$ cat config.mk
export PLATFORM = sky130hd
export DESIGN_NAME = ray_box_nearest_hit_2d
export DESIGN_NICKNAME = d
export VERILOG_FILES = /design/src/hdl/rbnh_pkg.sv /design/src/hdl/rbnh_divider.sv /design/src/hdl/rbnh_datapath.sv /design/src/hdl/rbnh_ctrl.sv /design/src/hdl/ray_box_nearest_hit_2d.sv
export SDC_FILE = /design/constraint.sdc
export NUM_CORES = 2
export LEC_CHECK = 0
export ABC_AREA = 0
export BUFFER_PORTS_ARGS = -buffer_cell sky130_fd_sc_hd__buf_2
export CAP_MARGIN = 5
export CORE_UTILIZATION = 50
export CTS_CLUSTER_SIZE = 40
export DETAILED_ROUTE_END_ITERATION = 7
export HOLD_SLACK_MARGIN = 0.08
export PLACE_DENSITY = 0.63
export SKIP_LAST_GASP = 1
export SLEW_MARGIN = 20
export SYNTH_ARGS = -nofsm -noshare
export SYNTH_HDL_FRONTEND = slang
export SYNTH_SLANG_ARGS = --single-unit
$ cat constraint.sdc
create_clock -name clk_i -period 24.4 [get_ports clk_i]
set_clock_uncertainty 0.15 [all_clocks]
set_input_delay 4.88 -clock clk_i [delete_from_list [all_inputs] [get_ports clk_i]]
set_output_delay 4.88 -clock clk_i [all_outputs]
set_load 0.03 [all_outputs]
$ cat src/hdl/rbnh_pkg.sv
// Package for the 2D ray versus rotated box nearest-hit block.
// Holds payload structs, widths, the CORDIC arctangent table and controller commands.
package rbnh_pkg;

  localparam int COORD_BITS = 24;
  localparam int ANGLE_BITS = 16;
  localparam int DIST_BITS = 23;
  localparam int HALF_BITS = 16;
  localparam int CORDIC_STEPS = 16;
  localparam int STEP_BITS = 4;
  localparam int DIV_BITS = 64;
  localparam int DIV_CNT_BITS = 7;

  typedef struct packed {
    logic signed [COORD_BITS-1:0] ray_origin_x;
    logic signed [COORD_BITS-1:0] ray_origin_z;
    logic [ANGLE_BITS-1:0]        ray_angle;
    logic [DIST_BITS-1:0]         ray_max_distance;
    logic signed [COORD_BITS-1:0] box_center_x;
    logic signed [COORD_BITS-1:0] box_center_z;
    logic [HALF_BITS-1:0]         box_half_length;
    logic [HALF_BITS-1:0]         box_half_width;
    logic [ANGLE_BITS-1:0]        box_angle;
    logic                         box_present;
    logic                         first_of_ray;
    logic                         last_of_ray;
  } in_item_t;

  typedef struct packed {
    logic                 any_hit;
    logic [DIST_BITS-1:0] nearest_distance;
  } out_item_t;

  typedef enum logic [3:0] {
    CMD_NONE, CMD_LOAD, CMD_CORDIC_BOX, CMD_CORDIC_REL, CMD_LOCAL,
    CMD_MUL2, CMD_AXIS_SETUP, CMD_DIV_START, CMD_DIV_STEP,
    CMD_DIV_TAKE, CMD_UPDATE, CMD_CLEAR
  } cmd_e;

  typedef struct packed {
    cmd_e           cmd;
    logic           axis;
    logic           which;
    logic [STEP_BITS-1:0] step;
  } ctl_t;

  typedef struct packed {
    logic parallel;
    logic par_miss;
    logic div_done;
  } sts_t;

  function automatic logic signed [31:0] atan_step(input logic [STEP_BITS-1:0] i);
    logic signed [31:0] r;
    unique case (i)
      4'd0: r = 32'sd536870912;  4'd1: r = 32'sd316933406;
      4'd2: r = 32'sd167458907;  4'd3: r = 32'sd85004756;
      4'd4: r = 32'sd42667331;   4'd5: r = 32'sd21354465;
      4'd6: r = 32'sd10679838;   4'd7: r = 32'sd5340245;
      4'd8: r = 32'sd2670163;    4'd9: r = 32'sd1335087;
      4'd10: r = 32'sd667544;    4'd11: r = 32'sd333772;
      4'd12: r = 32'sd166886;    4'd13: r = 32'sd83443;
      4'd14: r = 32'sd41722;     default: r = 32'sd20861;
    endcase
    return r;
  endfunction

endpackage

$ cat src/hdl/rbnh_divider.sv
// Restoring signed divider, one quotient bit per cycle, truncating toward zero.
// Depends on rbnh_pkg for widths.
module rbnh_divider (
  input  logic                                clk_i,
  input  logic                                rst_ni,
  input  logic                                start_i,
  input  logic signed [rbnh_pkg::DIV_BITS-1:0] num_i,
  input  logic signed [rbnh_pkg::DIV_BITS-1:0] den_i,
  output logic                                done_o,
  output logic signed [rbnh_pkg::DIV_BITS-1:0] quo_o
);
  import rbnh_pkg::*;

  logic [DIV_BITS-1:0]     rem_q, rem_d, quo_q, quo_d, den_q, den_d;
  logic                    neg_q, neg_d, busy_q, busy_d;
  logic [DIV_CNT_BITS-1:0] cnt_q, cnt_d;
  logic [DIV_BITS:0]       trial;
  logic [DIV_BITS-1:0]     sh_rem;

  always_comb begin
    rem_d = rem_q; quo_d = quo_q; den_d = den_q; neg_d = neg_q;
    busy_d = busy_q; cnt_d = cnt_q;
    sh_rem = {rem_q[DIV_BITS-2:0], quo_q[DIV_BITS-1]};
    trial = {1'b0, sh_rem} - {1'b0, den_q};
    if (start_i) begin
      rem_d = '0;
      quo_d = num_i[DIV_BITS-1] ? DIV_BITS'(-num_i) : num_i;
      den_d = den_i[DIV_BITS-1] ? DIV_BITS'(-den_i) : den_i;
      neg_d = num_i[DIV_BITS-1] ^ den_i[DIV_BITS-1];
      busy_d = 1'b1;
      cnt_d = '0;
    end else if (busy_q) begin
      if (!trial[DIV_BITS]) begin
        rem_d = trial[DIV_BITS-1:0];
        quo_d = {quo_q[DIV_BITS-2:0], 1'b1};
      end else begin
        rem_d = sh_rem;
        quo_d = {quo_q[DIV_BITS-2:0], 1'b0};
      end
      cnt_d = cnt_q + 1'b1;
      if (cnt_q == DIV_CNT_BITS'(DIV_BITS-1)) busy_d = 1'b0;
    end
  end

  always_ff @(posedge clk_i or negedge rst_ni) begin
    if (!rst_ni) begin
      busy_q <= 1'b0;
      cnt_q <= '0;
    end else begin
      busy_q <= busy_d;
      cnt_q <= cnt_d;
    end
  end

  always_ff @(posedge clk_i) begin
    rem_q <= rem_d; quo_q <= quo_d; den_q <= den_d; neg_q <= neg_d;
  end

  assign done_o = !busy_q && !start_i;
  assign quo_o = neg_q ? DIV_BITS'(-quo_q) : quo_q;
endmodule

$ cat src/hdl/rbnh_datapath.sv
// Datapath: CORDIC sine/cosine, frame transform, slab distances and nearest-hit state.
// Depends on rbnh_pkg and rbnh_divider.
module rbnh_datapath (
  input  logic               clk_i,
  input  logic               rst_ni,
  input  rbnh_pkg::in_item_t item_i,
  input  rbnh_pkg::ctl_t     ctl_i,
  output rbnh_pkg::sts_t     sts_o,
  output rbnh_pkg::out_item_t res_o
);
  import rbnh_pkg::*;

  localparam int CW = 20;
  localparam int PW = 64;

  in_item_t            it_q;
  logic signed [CW-1:0] x_q, y_q, bc_q, bs_q, rc_q, rs_q;
  logic signed [31:0]  z_q;
  logic [1:0]          quad_q;
  logic                zero_q;
  logic signed [COORD_BITS:0] dx_q, dz_q;
  logic signed [PW-1:0] p_q, lo0_q, lo1_q, t1_q, tmin_q, tmax_q, num_q, den_q;
  logic [DIST_BITS-1:0] best_q;
  logic                 have_q, miss_q;
  logic                 div_start;
  logic                 div_done;
  logic signed [PW-1:0] quo;

  logic [31:0]          a32;
  logic signed [CW-1:0] xs, ys, xsat, ysat, cc, ss;
  logic signed [CW-1:0] mc, ms;
  logic signed [PW-1:0] lo_a, half_a, ld_a;
  logic signed [PW-1:0] lo, hf;
  logic signed [CW-1:0] ld;
  logic signed [COORD_BITS:0] mdx;
  logic signed [CW-1:0] mcs;
  logic signed [COORD_BITS+CW:0] mul_r;
  logic signed [PW-1:0] prod;
  logic signed [PW-1:0] lo_t, hi_t;

  rbnh_divider u_div (
    .clk_i(clk_i), .rst_ni(rst_ni), .start_i(div_start),
    .num_i(num_q), .den_i(den_q), .done_o(div_done), .quo_o(quo)
  );

  always_comb begin
    a32 = ctl_i.which ? 32'(it_q.ray_angle - it_q.box_angle) << (32 - ANGLE_BITS)
                      : 32'(it_q.box_angle) << (32 - ANGLE_BITS);
    xs = x_q >>> ctl_i.step;
    ys = y_q >>> ctl_i.step;
    xsat = (x_q > 20'sd65536) ? 20'sd65536 : (x_q < -20'sd65536) ? -20'sd65536 : x_q;
    ysat = (y_q > 20'sd65536) ? 20'sd65536 : (y_q < -20'sd65536) ? -20'sd65536 : y_q;
    if (zero_q) begin
      xsat = 20'sd65536; ysat = '0;
    end
    unique case (quad_q)
      2'd0: begin cc = xsat; ss = ysat; end
      2'd1: begin cc = -ysat; ss = xsat; end
      2'd2: begin cc = -xsat; ss = -ysat; end
      default: begin cc = ysat; ss = -xsat; end
    endcase
    // local transform: axis and step[0] select the partial product
    mdx = ctl_i.which ? dz_q : dx_q;
    mc = ctl_i.axis ? bc_q : bc_q;
    ms = bs_q;
    mcs = ctl_i.step[0] ? ms : mc;
    if (ctl_i.axis) begin
      mdx = ctl_i.step[0] ? dx_q : dz_q;
    end else begin
      mdx = ctl_i.step[0] ? dz_q : dx_q;
    end
    mul_r = mdx * mcs;
    prod = PW'(mul_r);
    lo = ctl_i.axis ? lo1_q : lo0_q;
    hf = ctl_i.axis ? PW'({it_q.box_half_width, 16'd0}) : PW'({it_q.box_half_length, 16'd0});
    ld = ctl_i.axis ? rs_q : rc_q;
    lo_a = lo; half_a = hf; ld_a = PW'(ld);
    lo_t = (t1_q < quo) ? t1_q : quo;
    hi_t = (t1_q < quo) ? quo : t1_q;
    sts_o.parallel = (ld == '0);
    sts_o.par_miss = (lo_a < -half_a) || (lo_a > half_a);
    sts_o.div_done = div_done;
    div_start = (ctl_i.cmd == CMD_DIV_START);
  end

  always_ff @(posedge clk_i or negedge rst_ni) begin
    if (!rst_ni) begin
      best_q <= '0;
      have_q <= 1'b0;
    end else begin
      if (ctl_i.cmd == CMD_LOAD && item_i.first_of_ray) begin
        best_q <= '0; have_q <= 1'b0;
      end else if (ctl_i.cmd == CMD_UPDATE) begin
        if (!miss_q && (!have_q || tmin_q[DIST_BITS-1:0] < best_q)) begin
          best_q <= tmin_q[DIST_BITS-1:0]; have_q <= 1'b1;
        end
      end else if (ctl_i.cmd == CMD_CLEAR) begin
        best_q <= '0; have_q <= 1'b0;
      end
    end
  end

  always_ff @(posedge clk_i) begin
    unique case (ctl_i.cmd)
      CMD_LOAD: begin
        it_q <= item_i;
        dx_q <= (COORD_BITS+1)'(item_i.ray_origin_x) - (COORD_BITS+1)'(item_i.box_center_x);
        dz_q <= (COORD_BITS+1)'(item_i.ray_origin_z) - (COORD_BITS+1)'(item_i.box_center_z);
        tmin_q <= '0;
        tmax_q <= PW'(item_i.ray_max_distance);
        miss_q <= 1'b0;
      end
      CMD_CORDIC_BOX, CMD_CORDIC_REL: begin
        if (ctl_i.step == '0 && !ctl_i.axis) begin
          quad_q <= a32[31:30];
          zero_q <= (a32[29:0] == '0);
          z_q <= 32'({2'b00, a32[29:0]});
          x_q <= 20'sd39797;
          y_q <= '0;
        end else begin
          if (!z_q[31]) begin
            x_q <= x_q - ys; y_q <= y_q + xs; z_q <= z_q - atan_step(ctl_i.step);
          end else begin
            x_q <= x_q + ys; y_q <= y_q - xs; z_q <= z_q + atan_step(ctl_i.step);
          end
        end
      end
      CMD_LOCAL: begin
        if (ctl_i.which) begin rc_q <= cc; rs_q <= ss; end
        else begin bc_q <= cc; bs_q <= ss; end
      end
      CMD_MUL2: begin
        if (!ctl_i.step[0]) p_q <= prod;
        else if (!ctl_i.axis) lo0_q <= p_q + prod;
        else lo1_q <= p_q - prod;
      end
      CMD_AXIS_SETUP: begin
        if (sts_o.parallel && sts_o.par_miss) miss_q <= 1'b1;
        num_q <= ctl_i.which ? (half_a - lo_a) : (-half_a - lo_a);
        den_q <= ld_a;
      end
      CMD_DIV_TAKE: begin
        if (!ctl_i.which) t1_q <= quo;
        else begin
          if (lo_t > tmin_q && hi_t < tmax_q) begin
            tmin_q <= lo_t; tmax_q <= hi_t; miss_q <= miss_q || (lo_t > hi_t);
          end else if (lo_t > tmin_q) begin
            tmin_q <= lo_t; miss_q <= miss_q || (lo_t > tmax_q);
          end else if (hi_t < tmax_q) begin
            tmax_q <= hi_t; miss_q <= miss_q || (tmin_q > hi_t);
          end else miss_q <= miss_q || (tmin_q > tmax_q);
        end
      end
      default: ;
    endcase
  end

  assign res_o.any_hit = have_q;
  assign res_o.nearest_distance = have_q ? best_q : '0;
endmodule

$ cat src/hdl/rbnh_ctrl.sv
// Controller state machine sequencing CORDIC, transform, divisions and result output.
// Depends on rbnh_pkg.
module rbnh_ctrl (
  input  logic                clk_i,
  input  logic                rst_ni,
  input  logic                in_valid_i,
  output logic                in_stall_o,
  input  logic                box_present_i,
  input  logic                last_i,
  output logic                out_valid_o,
  input  logic                out_stall_i,
  input  rbnh_pkg::sts_t      sts_i,
  output rbnh_pkg::ctl_t      ctl_o,
  output logic                snap_o
);
  import rbnh_pkg::*;

  typedef enum logic [3:0] {
    S_IDLE, S_CB, S_CR, S_SC, S_MUL, S_SETUP, S_DSTART, S_DWAIT, S_TAKE,
    S_UPD, S_OUT
  } state_e;

  state_e               st_q;
  logic [STEP_BITS-1:0] step_q;
  logic                 axis_q, which_q, last_q, first_q, ov_q;
  logic                 emit;

  always_comb begin
    ctl_o = '{cmd: CMD_NONE, axis: axis_q, which: which_q, step: step_q};
    snap_o = 1'b0;
    in_stall_o = (st_q != S_IDLE);
    // result moves to the output register once it is free or being taken
    emit = (st_q == S_OUT) && last_q && (!ov_q || !out_stall_i);
    unique case (st_q)
      S_IDLE: if (in_valid_i && !in_stall_o) ctl_o.cmd = CMD_LOAD;
      S_CB: begin ctl_o.cmd = CMD_CORDIC_BOX; ctl_o.which = 1'b0; ctl_o.axis = first_q; end
      S_CR: begin ctl_o.cmd = CMD_CORDIC_REL; ctl_o.which = 1'b1; ctl_o.axis = first_q; end
      S_SC: ctl_o.cmd = CMD_LOCAL;
      S_MUL: ctl_o.cmd = CMD_MUL2;
      S_SETUP: ctl_o.cmd = CMD_AXIS_SETUP;
      S_DSTART: ctl_o.cmd = CMD_DIV_START;
      S_DWAIT: ctl_o.cmd = CMD_NONE;
      S_TAKE: ctl_o.cmd = CMD_DIV_TAKE;
      S_UPD: ctl_o.cmd = CMD_UPDATE;
      default: begin
        if (emit) begin
          ctl_o.cmd = CMD_CLEAR;
          snap_o = 1'b1;
        end
      end
    endcase
  end

  always_ff @(posedge clk_i or negedge rst_ni) begin
    if (!rst_ni) begin
      st_q <= S_IDLE; step_q <= '0; axis_q <= 1'b0; which_q <= 1'b0;
      last_q <= 1'b0; first_q <= 1'b0; ov_q <= 1'b0;
    end else begin
      if (emit) ov_q <= 1'b1;
      else if (!out_stall_i) ov_q <= 1'b0;
      unique case (st_q)
        S_IDLE: if (in_valid_i && !in_stall_o) begin
          last_q <= last_i;
          step_q <= '0; first_q <= 1'b0; axis_q <= 1'b0;
          st_q <= box_present_i ? S_CB : S_OUT;
        end
        S_CB, S_CR: begin
          // an initialization step first, then 16 rotation steps
          if (!first_q) first_q <= 1'b1;
          else if (step_q == STEP_BITS'(CORDIC_STEPS-1)) begin
            step_q <= '0; first_q <= 1'b0;
            st_q <= S_SC;
            which_q <= (st_q == S_CR);
          end else step_q <= step_q + 1'b1;
        end
        S_SC: begin
          if (!which_q) st_q <= S_CR;
          else begin st_q <= S_MUL; axis_q <= 1'b0; step_q <= '0; end
        end
        S_MUL: begin
          if (step_q[0] == 1'b0) step_q <= STEP_BITS'(1);
          else begin
            step_q <= '0;
            if (!axis_q) axis_q <= 1'b1;
            else begin axis_q <= 1'b0; which_q <= 1'b0; st_q <= S_SETUP; end
          end
        end
        S_SETUP: begin
          if (sts_i.parallel) begin
            if (sts_i.par_miss || axis_q) st_q <= S_UPD;
            else begin axis_q <= 1'b1; which_q <= 1'b0; end
          end else st_q <= S_DSTART;
        end
        S_DSTART: st_q <= S_DWAIT;
        S_DWAIT: if (sts_i.div_done) st_q <= S_TAKE;
        S_TAKE: begin
          if (!which_q) begin which_q <= 1'b1; st_q <= S_SETUP; end
          else if (axis_q) st_q <= S_UPD;
          else begin
            which_q <= 1'b0; axis_q <= 1'b1;
            st_q <= S_SETUP;
          end
        end
        S_UPD: st_q <= S_OUT;
        default: begin
          if (!last_q || emit) st_q <= S_IDLE;
        end
      endcase
    end
  end

  assign out_valid_o = ov_q;
endmodule

$ cat src/hdl/ray_box_nearest_hit_2d.sv
// Top level of the 2D ray versus rotated box nearest-hit block.
// Depends on rbnh_pkg, rbnh_ctrl, rbnh_datapath.
//
// Usage: one input transaction carries a ray and an optional box. The nearest
// entry distance across the items of one ray is kept; on the item flagged
// last_of_ray one output transaction carries any_hit and nearest_distance.
// Items are processed one at a time; in_stall_o is high while an item is in
// work. A box item runs two CORDIC passes (init, 16 rotations, store), four
// transform products, up to four divisions on the one shared 64-step divider
// (two per axis; a parallel axis skips both), then update and output. An
// empty item goes straight to the output step. The next item is accepted
// once the block is back in idle, so a new item is never taken while one is
// in work. out_valid_o rises from a register set in the output step of the
// last item of a ray. The result waits in an output register while
// out_stall_i is high; new items are still taken, but the next result holds
// the block in its output step until the register frees.
// Reset clears the controller, the pending result and the hit state.
module ray_box_nearest_hit_2d (
  input  logic                 clk_i,
  input  logic                 rst_ni,
  input  logic                 in_valid_i,
  output logic                 in_stall_o,
  input  rbnh_pkg::in_item_t   in_data_i,
  output logic                 out_valid_o,
  input  logic                 out_stall_i,
  output rbnh_pkg::out_item_t  out_data_o
);
  import rbnh_pkg::*;

  ctl_t      ctl;
  sts_t      sts;
  out_item_t res, res_q;
  logic      snap;

  rbnh_ctrl u_ctrl (
    .clk_i(clk_i), .rst_ni(rst_ni), .in_valid_i(in_valid_i), .in_stall_o(in_stall_o),
    .box_present_i(in_data_i.box_present), .last_i(in_data_i.last_of_ray),
    .out_valid_o(out_valid_o), .out_stall_i(out_stall_i), .sts_i(sts),
    .ctl_o(ctl), .snap_o(snap)
  );

  rbnh_datapath u_dp (
    .clk_i(clk_i), .rst_ni(rst_ni), .item_i(in_data_i), .ctl_i(ctl),
    .sts_o(sts), .res_o(res)
  );

  always_ff @(posedge clk_i) begin
    if (snap) res_q <= res;
  end

  assign out_data_o = res_q;
endmodule

==> run metrics <==
status=finished, final reports clean; final setup fails=0; DRT Pass-1 Iters=5; crit end category=register; Final min period=13670 ps; CTS resizes=0; later-pin clock latency in the skew report=between 800 and 900 ps; die width=430 microns; Post-CTS Setup Inserts=0; TritonCTS clock tree=yes; Post-Route WL=roughly 260 mm; Final period util=0.560; DRT iter0 DRCs=between 5000 and 6000; multiplexer area fraction after synthesis=0.0337; crit-path most repeated cell=fa_1; Fmax=roughly 73 MHz; Hold Path Class=register to register; synthesized area=0.0917 sq mm; Worst EP required=24780 ps; critical path fanouts, max=31; Crit path largest cell delay=960 ps; final max-slew violation count=0; EDFF count, synth=approximately 830; row count=between 150 and 200; Yosys cell types=between 80 and 90; vias per cell=~5.8; slowest CP cell=dfrtp_1; vias=about 74000; P&R area growth vs syn=8.37%; Max-Cap Viols=0; Setup crit end=u_dp.lo1_q[44]; Primary FF master, synth=edfxtp_1; worst rel slew slack=0.217; Residual DRC=0; core box area=about 0.18 sq mm; RSZ-0062 raised after global routing=no; Cells after Synth=10156; flops & latches, synth=approximately 940; Worst R2R Path Depth=46; synth cell count leaders=inv_1, nor2_1, ha_1; Critical Path Start=u_ctrl.st_q[0]; Die ar.=0.185 sq mm; n_diodes=0; number of H-tree levels=3; die extent in y=~430 microns; Setup TNS Final=0 ps; total congestion overflow=0; measured slew at the worst slew-check pin=1160 ps; worst reg2reg path startpoint=u_ctrl.st_q[0]; most frequent cell after synthesis=inv_1; XOR/XNOR share of the synthesized area=0.0586; largest family of logic cells by synthesized area=adder cells; Port Buf Inserts=about 220; top post-synthesis cells by area=edfxtp_1, ha_1, fa_1; clock buffer count from CTS=110; Post-Synth Simple-Gate Area=0.158; CP startpoint kind=register; Ys Warns=0; # IOs=around 220; Yosys top cell area share=0.272; global-route wire length before repair=roughly 400 mm; Clock Pin Slew Worst Setup and Hold Paths=approximately 60 ps; nets=approximately 12000; reg2reg setup slack=about 11000 ps; clock sink count=939; Seq/Total Area, Yosys=0.298; hpwl dp=203 mm; vias in the first global route=between 70000 and 80000; Routability Congestion=0.969; clk buf depth=3; antenna violations before repair=2; Synth async-reset ratio=0.0479; routed len/inst=around 20 microns; share of cells above drive strength 1=0.0715; worst path arrival time=14050 ps; critical path class=register to register; syn_area_per_cell=roughly 9.0 sq um; Synth Area in Compound Gates=0.150; CTS hold repair buffers=0; clk root buf=clkbuf_16; largest net degree at the start of global routing=around 190; Post-Synth Adder-Cell Area=0.236; FILL cells=about 17000; RR Endpoint=u_dp.lo1_q[44]; Initial Util=0.505; Antenna Nets Post-Route=0; final hold vios=0; biggest area consumer among synthesized cells=edfxtp_1; GRT Resource Usage Total=0.273
==> layer usage <==
metal	vias up	track usage	routed length, microns
li1	35468	-	-
met5	-	0	0
met2	2063	0.469	123000
met3	408	0.0276	12900
met4	0	0.105	9960
met1	35800	0.352	110000
==> state kept, by name, indices dropped and copies added, names as in the netlist, 7 cells and up <==
| name | count |
|---|---|
| u_dp.x_q | 20 |
| u_dp.u_div.rem_q | 63 |
| u_dp.t1_q | 64 |
| u_dp.lo1_q | 46 |
| u_dp.u_div.cnt_q | 7 |
| u_dp.den_q | 20 |
| u_dp.rs_q | 20 |
| u_dp.dx_q | 25 |
| out_data_o | 24 |
| u_dp.u_div.den_q | 59 |
| u_dp.num_q | 64 |
| u_dp.bs_q | 20 |
| u_dp.p_q | 45 |
| u_dp.best_q | 23 |
| u_dp.rc_q | 20 |
| u_dp.y_q | 20 |
| u_dp.u_div.quo_q | 64 |
| u_dp.tmin_q | 64 |
| u_dp.z_q | 32 |
| u_dp.it_q | 64 |
| u_dp.tmax_q | 64 |
| u_dp.lo0_q | 46 |
| u_dp.dz_q | 25 |
| u_dp.bc_q | 20 |
==> critical path: cells and delay by family, from the launching register on <==
family	cells	cell delay (ps)
multiplexers	1	930
AND/OR/NAND/NOR	12	2160
flip-flops	1	960
adder cells (fa/ha/maj)	9	4350
buffers and inverters	6	1070
XOR/XNOR	4	740
AO/OA/AOI/OAI	14	3020
==> cells by family (layout without fill, tap and decap cells) <==
kind of cell    after synthesis  in the layout
mux                         251            251
simple gates               3112           3112
flops                       939            939
other cells                   1             14
xor+xnor                    613            613
compound gates             2240           2240
buf+inv                    1580           1736
fa+ha+maj                  1420           1420
==> per-stage QoR <==
step            util  setup WS [ps]  instances  instance area [sq um]  hold slack, ps
4_1_cts        0.548          10780      12695                  99300             351
5_1_grt        0.548           9850      12695                  99300             377
3_5_place_dp   0.526          10820      12489                  95500             341
6_report       0.548          10730      12695                  99300             353
3_3_place_gp   0.526          10950      12489                  95400             330
2_1_floorplan      -          11540      10169                  91700             303
==> worst min path at each step <==
stage / start / end / slack (ps) / depth (start not counted)
detailed placement: u_dp.u_div.rem_q[62] / u_dp.u_div.rem_q[62] / 340 / 2
floorplan: u_dp.den_q[0] / u_dp.u_div.den_q[0] / 300 / 0
CTS: u_dp.u_div.rem_q[62] / u_dp.u_div.rem_q[62] / 350 / 2
global placement: u_dp.u_div.rem_q[62] / u_dp.u_div.rem_q[62] / 330 / 2
global route: u_dp.den_q[0] / u_dp.u_div.den_q[0] / 380 / 0
finish: u_dp.u_div.rem_q[62] / u_dp.u_div.rem_q[62] / 350 / 2
==> cell usage in the layout, fill, tap and decap left out, drive strengths merged, types with 176 or more instances in the layout <==
cell type     n
a21o        212
a21oi       775
buf         326
edfxtp      831
fa          519
ha          901
inv        1202
nand2       850
nand3       176
nor2       1050
o21ai       574
xnor2       343
xor2        270
==> layout make-up <==
cell class,count,area [sq um],share of cell area
timing repair buffer,326,1920,0.0193
tap,2370,2970,0.0299
sequential,939,27400,0.275
multi-input combinational,7650,58700,0.591
clock inverter,85,991,0.00998
inverter,1204,4520,0.0455
clock buffer,121,2870,0.0289
Power is not shown: default switching activity piles up to over one toggle a cycle in this logic, so the estimate is an artifact.
